File: src/ps2mc_pkg.sv
// ----------------------------------------------------------------------------
// ps2mc_pkg
// shared types and constants of the ps2 mouse packet cursor block
// ----------------------------------------------------------------------------
package ps2mc_pkg;

  localparam int CoordBits  = 12;
  localparam int CoordMax   = (1 << CoordBits) - 1;
  localparam int ScreenBits = 12;
  localparam int CursorBits = 8;
  localparam int PortXyBits = 12;
  localparam int DeltaBits  = 9;
  localparam int CfgIdxBits = 2;

  localparam logic [CoordBits-1:0] PosReset = CoordBits'(150);

  localparam logic [CfgIdxBits-1:0] CFG_SCREEN_W = 2'd0;
  localparam logic [CfgIdxBits-1:0] CFG_SCREEN_H = 2'd1;
  localparam logic [CfgIdxBits-1:0] CFG_CURSOR_W = 2'd2;
  localparam logic [CfgIdxBits-1:0] CFG_CURSOR_H = 2'd3;

  typedef struct packed {
    logic [ScreenBits-1:0] screen_w;
    logic [ScreenBits-1:0] screen_h;
    logic [CursorBits-1:0] cursor_w;
    logic [CursorBits-1:0] cursor_h;
  } cfg_t;

  typedef struct packed {
    logic                  left_button;
    logic                  right_button;
    logic                  middle_button;
    logic                  x_overflow;
    logic                  y_overflow;
    logic [DeltaBits-1:0]  delta_x;
    logic [DeltaBits-1:0]  delta_y;
    logic [PortXyBits-1:0] cursor_x;
    logic [PortXyBits-1:0] cursor_y;
  } res_t;

endpackage

File: src/ps2mc_in_stage.sv
// ----------------------------------------------------------------------------
// ps2mc_in_stage
// input register for raw mouse bytes
// ----------------------------------------------------------------------------
module ps2mc_in_stage import ps2mc_pkg::*; (
  input  logic       clk,
  input  logic       rst_n,
  input  logic       in_valid,
  output logic       in_ready,
  input  logic [7:0] in_mouse_byte,
  input  logic       adv,
  output logic       s1_valid,
  output logic [7:0] s1_byte
);

  logic       valid_r;
  logic       valid_nxt;
  logic [7:0] byte_r;

  assign in_ready = !valid_r || adv;

  always_comb begin
    valid_nxt = valid_r;
    if (adv) valid_nxt = 1'b0;
    if (in_valid && in_ready) valid_nxt = 1'b1;
  end

  always_ff @(posedge clk) begin
    if (!rst_n) begin
      valid_r <= 1'b0;
    end else begin
      valid_r <= valid_nxt;
    end
  end

  always_ff @(posedge clk) begin
    if (in_valid && in_ready) byte_r <= in_mouse_byte;
  end

  assign s1_valid = valid_r;
  assign s1_byte  = byte_r;

endmodule

File: src/ps2mc_decode.sv
// ----------------------------------------------------------------------------
// ps2mc_decode
// packet framing and clamped cursor update, one byte per transfer
// ----------------------------------------------------------------------------
module ps2mc_decode import ps2mc_pkg::*; (
  input  logic       clk,
  input  logic       rst_n,
  input  logic       en,
  input  logic [7:0] byte_in,
  input  cfg_t       cfg,
  output logic       res_valid,
  output res_t       res
);

  typedef enum logic [2:0] {
    PKT_IDLE = 3'b001,
    PKT_HDR  = 3'b010,
    PKT_XB   = 3'b100
  } pkt_state_t;

  typedef logic signed [CoordBits+1:0] sum_t;

  pkt_state_t           state_r, state_nxt;
  logic [7:0]           hdr_r, hdr_nxt;
  logic [7:0]           xb_r, xb_nxt;
  logic [CoordBits-1:0] pos_x_r, pos_x_nxt;
  logic [CoordBits-1:0] pos_y_r, pos_y_nxt;

  logic signed [DeltaBits-1:0] dx;
  logic signed [DeltaBits-1:0] dy;
  logic [CoordBits-1:0]        lim_x;
  logic [CoordBits-1:0]        lim_y;
  sum_t                        sum_x;
  sum_t                        sum_y;
  logic [CoordBits-1:0]        new_x;
  logic [CoordBits-1:0]        new_y;
  logic                        done;

  function automatic logic [CoordBits-1:0] axis_limit(
    input logic [ScreenBits-1:0] screen,
    input logic [CursorBits-1:0] cursor
  );
    logic signed [ScreenBits:0] diff;
    diff = $signed({1'b0, screen}) - $signed({{(ScreenBits-CursorBits+1){1'b0}}, cursor});
    if (diff < 0) return '0;
    if (int'(diff) > CoordMax) return CoordBits'(CoordMax);
    return CoordBits'(diff);
  endfunction

  function automatic logic [CoordBits-1:0] clamp_axis(
    input sum_t                 sum,
    input logic [CoordBits-1:0] lim
  );
    if (sum < 0) return '0;
    if (sum > $signed({2'b00, lim})) return lim;
    return sum[CoordBits-1:0];
  endfunction

  assign dx    = $signed({hdr_r[4], xb_r});
  assign dy    = $signed({hdr_r[5], byte_in});
  assign lim_x = axis_limit(cfg.screen_w, cfg.cursor_w);
  assign lim_y = axis_limit(cfg.screen_h, cfg.cursor_h);
  assign sum_x = $signed({2'b00, pos_x_r}) + sum_t'(dx);
  assign sum_y = $signed({2'b00, pos_y_r}) - sum_t'(dy);
  assign new_x = hdr_r[6] ? pos_x_r : clamp_axis(sum_x, lim_x);
  assign new_y = hdr_r[7] ? pos_y_r : clamp_axis(sum_y, lim_y);

  always_comb begin
    state_nxt = state_r;
    hdr_nxt   = hdr_r;
    xb_nxt    = xb_r;
    pos_x_nxt = pos_x_r;
    pos_y_nxt = pos_y_r;
    done      = 1'b0;
    unique case (state_r)
      PKT_HDR: begin
        xb_nxt    = byte_in;
        state_nxt = PKT_XB;
      end
      PKT_XB: begin
        done      = 1'b1;
        state_nxt = PKT_IDLE;
        pos_x_nxt = new_x;
        pos_y_nxt = new_y;
      end
      default: begin
        if (byte_in[3]) begin
          hdr_nxt   = byte_in;
          state_nxt = PKT_HDR;
        end else begin
          state_nxt = PKT_IDLE;
        end
      end
    endcase
  end

  always_ff @(posedge clk) begin
    if (!rst_n) begin
      state_r <= PKT_IDLE;
      hdr_r   <= '0;
      xb_r    <= '0;
      pos_x_r <= PosReset;
      pos_y_r <= PosReset;
    end else if (en) begin
      state_r <= state_nxt;
      hdr_r   <= hdr_nxt;
      xb_r    <= xb_nxt;
      pos_x_r <= pos_x_nxt;
      pos_y_r <= pos_y_nxt;
    end
  end

  assign res_valid         = en && done;
  assign res.left_button   = hdr_r[0];
  assign res.right_button  = hdr_r[1];
  assign res.middle_button = hdr_r[2];
  assign res.x_overflow    = hdr_r[6];
  assign res.y_overflow    = hdr_r[7];
  assign res.delta_x       = dx;
  assign res.delta_y       = dy;
  assign res.cursor_x      = PortXyBits'(new_x);
  assign res.cursor_y      = PortXyBits'(new_y);

endmodule

File: src/ps2mc_out_stage.sv
// ----------------------------------------------------------------------------
// ps2mc_out_stage
// result register holding one packet result until its transfer
// ----------------------------------------------------------------------------
module ps2mc_out_stage import ps2mc_pkg::*; (
  input  logic clk,
  input  logic rst_n,
  input  logic load,
  input  res_t res_in,
  input  logic out_ready,
  output logic out_valid,
  output logic free,
  output res_t res_out
);

  logic valid_r;
  logic valid_nxt;
  res_t res_r;

  assign free = !valid_r || out_ready;

  always_comb begin
    valid_nxt = valid_r;
    if (out_ready) valid_nxt = 1'b0;
    if (load) valid_nxt = 1'b1;
  end

  always_ff @(posedge clk) begin
    if (!rst_n) begin
      valid_r <= 1'b0;
    end else begin
      valid_r <= valid_nxt;
    end
  end

  always_ff @(posedge clk) begin
    if (load) res_r <= res_in;
  end

  assign out_valid = valid_r;
  assign res_out   = res_r;

endmodule

File: src/ps2_mouse_packet_cursor.sv
// ----------------------------------------------------------------------------
// ps2_mouse_packet_cursor
// ps2 mouse three-byte packet decoder with a clamped cursor position
//
// in_ channel: one raw mouse byte per transfer. a byte with bit 3 set opens
// a packet when none is open; stray bytes are dropped. the third byte of a
// packet yields one out_ transfer with buttons, overflow flags, 9-bit
// deltas and the new cursor position (x adds dx, y subtracts dy, each
// clamped to 0..screen minus cursor, held when its overflow flag is set).
// cfg_ channel: register writes, index 0 screen width, 1 screen height,
// 2 cursor width, 3 cursor height; always ready. they are to be written
// only while idle; the block itself does not enforce this. throughput: one
// byte per cycle while no result waits in the output register, set by
// the input register feeding the decode logic and the result register.
// a packet's third byte passes the input register before out_valid rises.
// reset: no packet open, cursor at 150,150, registers 1024, 768, 32, 32.
// stall: a pending result waits in the output register; while it waits no
// byte leaves the input register, and in_ready drops once that holds a byte.
// ----------------------------------------------------------------------------
module ps2_mouse_packet_cursor import ps2mc_pkg::*; (
  input  logic                  clk,
  input  logic                  rst_n,
  input  logic                  in_valid,
  output logic                  in_ready,
  input  logic [7:0]            in_mouse_byte,
  output logic                  out_valid,
  input  logic                  out_ready,
  output logic                  out_left_button,
  output logic                  out_right_button,
  output logic                  out_middle_button,
  output logic                  out_x_overflow,
  output logic                  out_y_overflow,
  output logic [DeltaBits-1:0]  out_delta_x,
  output logic [DeltaBits-1:0]  out_delta_y,
  output logic [PortXyBits-1:0] out_cursor_x,
  output logic [PortXyBits-1:0] out_cursor_y,
  input  logic                  cfg_valid,
  output logic                  cfg_ready,
  input  logic [CfgIdxBits-1:0] cfg_index,
  input  logic [ScreenBits-1:0] cfg_data
);

  cfg_t       cfg_r;
  cfg_t       cfg_nxt;
  logic       s1_valid;
  logic [7:0] s1_byte;
  logic       adv;
  logic       out_free;
  logic       res_valid;
  res_t       res;
  res_t       res_out;

  assign cfg_ready = 1'b1;

  always_comb begin
    cfg_nxt = cfg_r;
    if (cfg_valid) begin
      unique case (cfg_index)
        CFG_SCREEN_W: cfg_nxt.screen_w = cfg_data;
        CFG_SCREEN_H: cfg_nxt.screen_h = cfg_data;
        CFG_CURSOR_W: cfg_nxt.cursor_w = cfg_data[CursorBits-1:0];
        CFG_CURSOR_H: cfg_nxt.cursor_h = cfg_data[CursorBits-1:0];
        default: ;
      endcase
    end
  end

  always_ff @(posedge clk) begin
    if (!rst_n) begin
      cfg_r.screen_w <= ScreenBits'(1024);
      cfg_r.screen_h <= ScreenBits'(768);
      cfg_r.cursor_w <= CursorBits'(32);
      cfg_r.cursor_h <= CursorBits'(32);
    end else begin
      cfg_r <= cfg_nxt;
    end
  end

  assign adv = s1_valid && out_free;

  ps2mc_in_stage u_in (
    .clk           (clk),
    .rst_n         (rst_n),
    .in_valid      (in_valid),
    .in_ready      (in_ready),
    .in_mouse_byte (in_mouse_byte),
    .adv           (adv),
    .s1_valid      (s1_valid),
    .s1_byte       (s1_byte)
  );

  ps2mc_decode u_dec (
    .clk       (clk),
    .rst_n     (rst_n),
    .en        (adv),
    .byte_in   (s1_byte),
    .cfg       (cfg_r),
    .res_valid (res_valid),
    .res       (res)
  );

  ps2mc_out_stage u_out (
    .clk       (clk),
    .rst_n     (rst_n),
    .load      (res_valid),
    .res_in    (res),
    .out_ready (out_ready),
    .out_valid (out_valid),
    .free      (out_free),
    .res_out   (res_out)
  );

  assign out_left_button   = res_out.left_button;
  assign out_right_button  = res_out.right_button;
  assign out_middle_button = res_out.middle_button;
  assign out_x_overflow    = res_out.x_overflow;
  assign out_y_overflow    = res_out.y_overflow;
  assign out_delta_x       = res_out.delta_x;
  assign out_delta_y       = res_out.delta_y;
  assign out_cursor_x      = res_out.cursor_x;
  assign out_cursor_y      = res_out.cursor_y;

  a_stall_only_on_full: assert property (@(posedge clk) disable iff (!rst_n)
    !in_ready |-> (out_valid && !out_ready && s1_valid))
    else $error("in_ready low without a blocked result");

  a_reset_no_result: assert property (@(posedge clk) disable iff (!rst_n)
    $past(!rst_n) |-> !out_valid)
    else $error("result valid right after reset");

  a_result_from_stage: assert property (@(posedge clk) disable iff (!rst_n)
    $rose(out_valid) |-> $past(s1_valid))
    else $error("result appeared without a byte in the input register");

  a_load_needs_room: assert property (@(posedge clk) disable iff (!rst_n)
    res_valid |-> (!out_valid || out_ready))
    else $error("result overwrote a pending result");

endmodule
File: config.mk
export PLATFORM = sky130hd
export DESIGN_NAME = ps2_mouse_packet_cursor
export DESIGN_NICKNAME = d
export VERILOG_FILES = /design/src/ps2mc_pkg.sv /design/src/ps2mc_in_stage.sv /design/src/ps2mc_decode.sv /design/src/ps2mc_out_stage.sv /design/src/ps2_mouse_packet_cursor.sv
export SDC_FILE = /design/constraint.sdc
export NUM_CORES = 1
export LEC_CHECK = 0
export BUFFER_PORTS_ARGS = -buffer_cell sky130_fd_sc_hd__buf_2
export CORE_MARGIN = 5
export CORE_UTILIZATION = 53
export CTS_CLUSTER_SIZE = 14
export DETAILED_ROUTE_END_ITERATION = 12
export PLACE_DENSITY = 0.79
export SLEW_MARGIN = 10
export SYNTH_ARGS = -nofsm -noshare
export SYNTH_HDL_FRONTEND = slang
export SYNTH_SLANG_ARGS = --single-unit
export TNS_END_PERCENT = 50
File: constraint.sdc
create_clock -name clk -period 6 [get_ports clk]
set_input_delay 0.6 -clock clk [delete_from_list [all_inputs] [get_ports clk]]
set_output_delay 0.6 -clock clk [all_outputs]
set_load 0.05 [all_outputs]
==> impl_results.md <==
* Crit Path Class: flop to flop
* CTS tree: yes
* Worst EP arrival at 5.03 ns
* Post-CTS Setup Repair Bufs at 0
* First-pass GRT wire length at 31,800 um
* Most area-consuming cells after synthesis: dfxtp_1 21%, edfxtp_1 20%, ha_1 10%, nand2_1 5.8%, a21oi_1 5.5%
* Clk_skew at 0.0149 ns
* Rel. slew slack at 22.7%
* Final Hold Viols at 0
* Core Area at 0.0151 mm^2
* Final setup TNS at 0 ns
* Largest net degree at the start of global routing at 60
* TritonCTS Sinks at 139
* Syn_nets at 982
* Final Net Count at 1,049
* Number of max-cap violations at 0
* Final ANT Viol Nets at 0
* Worst-path clk slew at 0.07 ns
* EDFF count, synth at 55
* Lkg Pwr at 0.00383 uW
* Top_reg_cell synth: dfxtp_1
* Die height at 133 um
* Share of cells above drive strength 1 at 13.9%
* CP Data Required Time at 6.19 ns
* Root Driver: clkbuf_16
* # diodes at 0
* Die Area at 0.0178 mm^2
* Initial core utilization at 53.5%
* Final wirelength at 19,300 um
* Post-cts resize count at 0
* Drt pass-1 iters at 5
* Residual DRC at 0
* Number of synthesized register bits at 139
* Status: complete, no violations
* Sequential share of the synthesized area at 41.3%
* Worst slew pin tran at 1.15 ns
* Number of buffers added on ports at 75
* Htree depth at 4
* CP Launch Type: flop
* HP Class: input pin to flop
* Largest area contributor in the netlist: dfxtp_1
* Via count at 6,655
* Worst setup EP type: flop
* Initial DRC Count at 682
* Clock period minus final worst setup slack at 4.85 ns
* Async set-reset flop share out of synthesis at 0%
* Setup-failing EPs final at 0
* RePlAce Congestion at 0.989
* P&R area growth vs syn at 13.6%
* RSZ-0062 raised after global routing: false
* Total GRT Usage at 21.9%
* Synth unique cells at 81
* Clk buf depth at 2
* Yosys top cell area share at 20.8%
* Part of the cycle the worst path needs at 80.8%
* # IOs at 77
* FILL cells at 1,288
* Antenna violations before repair at 0
* DR WL/cell at 16.7 um
* Hold Buf Count CTS at 0
* Detailed Place HPWL at 14,200 um
* Chip width at 133 um
* Gate Count Post-Synth at 885
* Syn. warnings at 0
* # rows at 45
* Clk_lat worst skew at 0.43 ns
* Achievable Freq at 0.206 GHz
* Vias/cell at 5.77
* Gr ovfl total at 0
* Post-layout util at 60.7%
* Pwr dens at 275 mW/mm^2
* Total CTS buffers at 17
* Max IR drop VDD at 0.000230 V
* Syn Area/Cell at 9.11 um^2
* CP Max Fanout at 12
* Area of the mapped netlist at 0.00807 mm^2
* Vias in the first global route at 6,247
* Fin. max-slew vios at 0
critical path, stage by stage (launching register included):
cell and delay, ns:
dfxtp_1 0.38, inv_1 0.06, ha_1 0.28, nor2b_1 0.14, o31ai_1 0.36, a21oi_1 0.14
o41ai_1 0.42, nor3b_1 0.28, mux2i_1 0.30, ha_1 0.29, and4_1 0.19, nand4_1 0.09
o22ai_1 0.08, a21oi_1 0.17, nand2_1 0.09, o211ai_2 0.71, mux2_2 0.43, a22o_1 0.20
per-stage QoR:
step	setup slack, ns	std cells	hold slack, ns	instance area [um^2]	power [uW]
after floorplan	1.74	885	0.407	8070	1340
after global routing	0.621	1153	0.341	9160	2610
after global placement	1.28	1121	0.418	8550	1430
final	1.15	1153	0.345	9160	2520
after detailed placement	1.20	1121	0.417	8550	1440
after CTS	1.18	1153	0.342	9160	2510
flip-flops by register name, indices dropped and copies added, names as in the netlist:
signal and count:
u_in.s1_byte 8, u_dec.hdr_r 7, u_dec.pos_x_r 12, u_out.out_valid 1, u_dec.state_r 3, u_out.res_out 47
u_dec.pos_y_r 12, u_in.s1_valid 1, u_dec.xb_r 8, cfg_r 40
cell type report:
type | count | area [um^2] | share of cell area [%]
flip-flops and latches | 139 | 3330 | 36.4
inverters | 61 | 229 | 2.50
clock buffers | 18 | 439 | 4.79
multi-input cells | 655 | 4360 | 47.6
repair buffers | 78 | 398 | 4.34
clock inverters | 14 | 170 | 1.86
well taps | 188 | 235 | 2.57
placed cells by master, fill, tap and decap left out, drive strengths merged, types with 6 or more instances in the layout:
master / netlist / layout
nand3: 15 / 15
and2: 13 / 13
edfxtp: 55 / 55
nor2b: 11 / 11
xnor2: 18 / 18
ha: 66 / 66
inv: 60 / 69
clkbuf: 22 / 18
xor2: 10 / 10
nor4: 6 / 6
a22o: 21 / 21
or2: 6 / 6
o21a: 11 / 11
o21ai: 48 / 48
nand2: 124 / 124
a21o: 9 / 9
buf: 6 / 78
a21oi: 89 / 89
nor3: 12 / 12
nor2: 73 / 73
mux2i: 34 / 34
nand2b: 12 / 12
dfxtp: 84 / 84
cell usage after synthesis, types with 4 or more instances:
cell	instances
nand2_1	124
a211oi_1	5
and2_1	11
or2_2	6
o21ai_0	39
nor4_1	5
dfxtp_1	84
nand2b_1	12
nor3_1	12
nor2b_1	10
xor2_1	10
a22o_1	21
inv_1	60
xnor2_1	18
edfxtp_1	55
a21o_1	9
mux2i_1	34
ha_1	66
nor2_1	73
nand4_1	4
o21a_1	11
nand3_1	15
fa_1	4
o211ai_1	4
a221o_1	4
o21ai_1	8
clkbuf_1	21
a21oi_1	88
o31ai_1	5
kinds of logic (layout without fill, tap and decap cells):
group                      after synthesis  after routing  share of synthesized area (%)
and+or+nand+nor                        292            292                           16.8
AOI/OAI and AO/OA                      228            228                           18.4
DFF                                    139            139                           41.3
buffers and inverters                   91            171                           4.65
adders and majority gates               70             70                           11.2
muxes                                   36             36                           4.50
xor gates and xnor gates                28             28                           3.04
other                                    1              1                         0.0465
routing by layer:
| metal | share of wire [%] | GRT usage [%] |
|---|---|---|
| met5 | 0 | 0 |
| met4 | 1.5 | 6.69 |
| met2 | 45 | 34.1 |
| met3 | 6.5 | 3.55 |
| met1 | 47 | 31.6 |
report_power, final:
group / total [uW] / leakage, uW / internal [uW] / switching, uW
logic: 404 / 0.00235 / 163 / 241
registers: 1020 / 0.00119 / 1000 / 17.2
clock network: 1090 / 0.000295 / 640 / 452
path summary, 6_finish.rpt:
path | start | end | slack [ns] | cells past startpoint
worst min-delay path | in_mouse_byte[7] | u_in.s1_byte[7] | 0.35 | 1
worst max-delay path | cfg_r[1] | u_out.res_out[0] | 1.15 | 17
worst min register to register | u_dec.hdr_r[2] | u_out.res_out[44] | 0.43 | 0
worst max register to register | cfg_r[1] | u_out.res_out[0] | 1.15 | 17
Note: power is estimated with default switching activity, not from simulation.
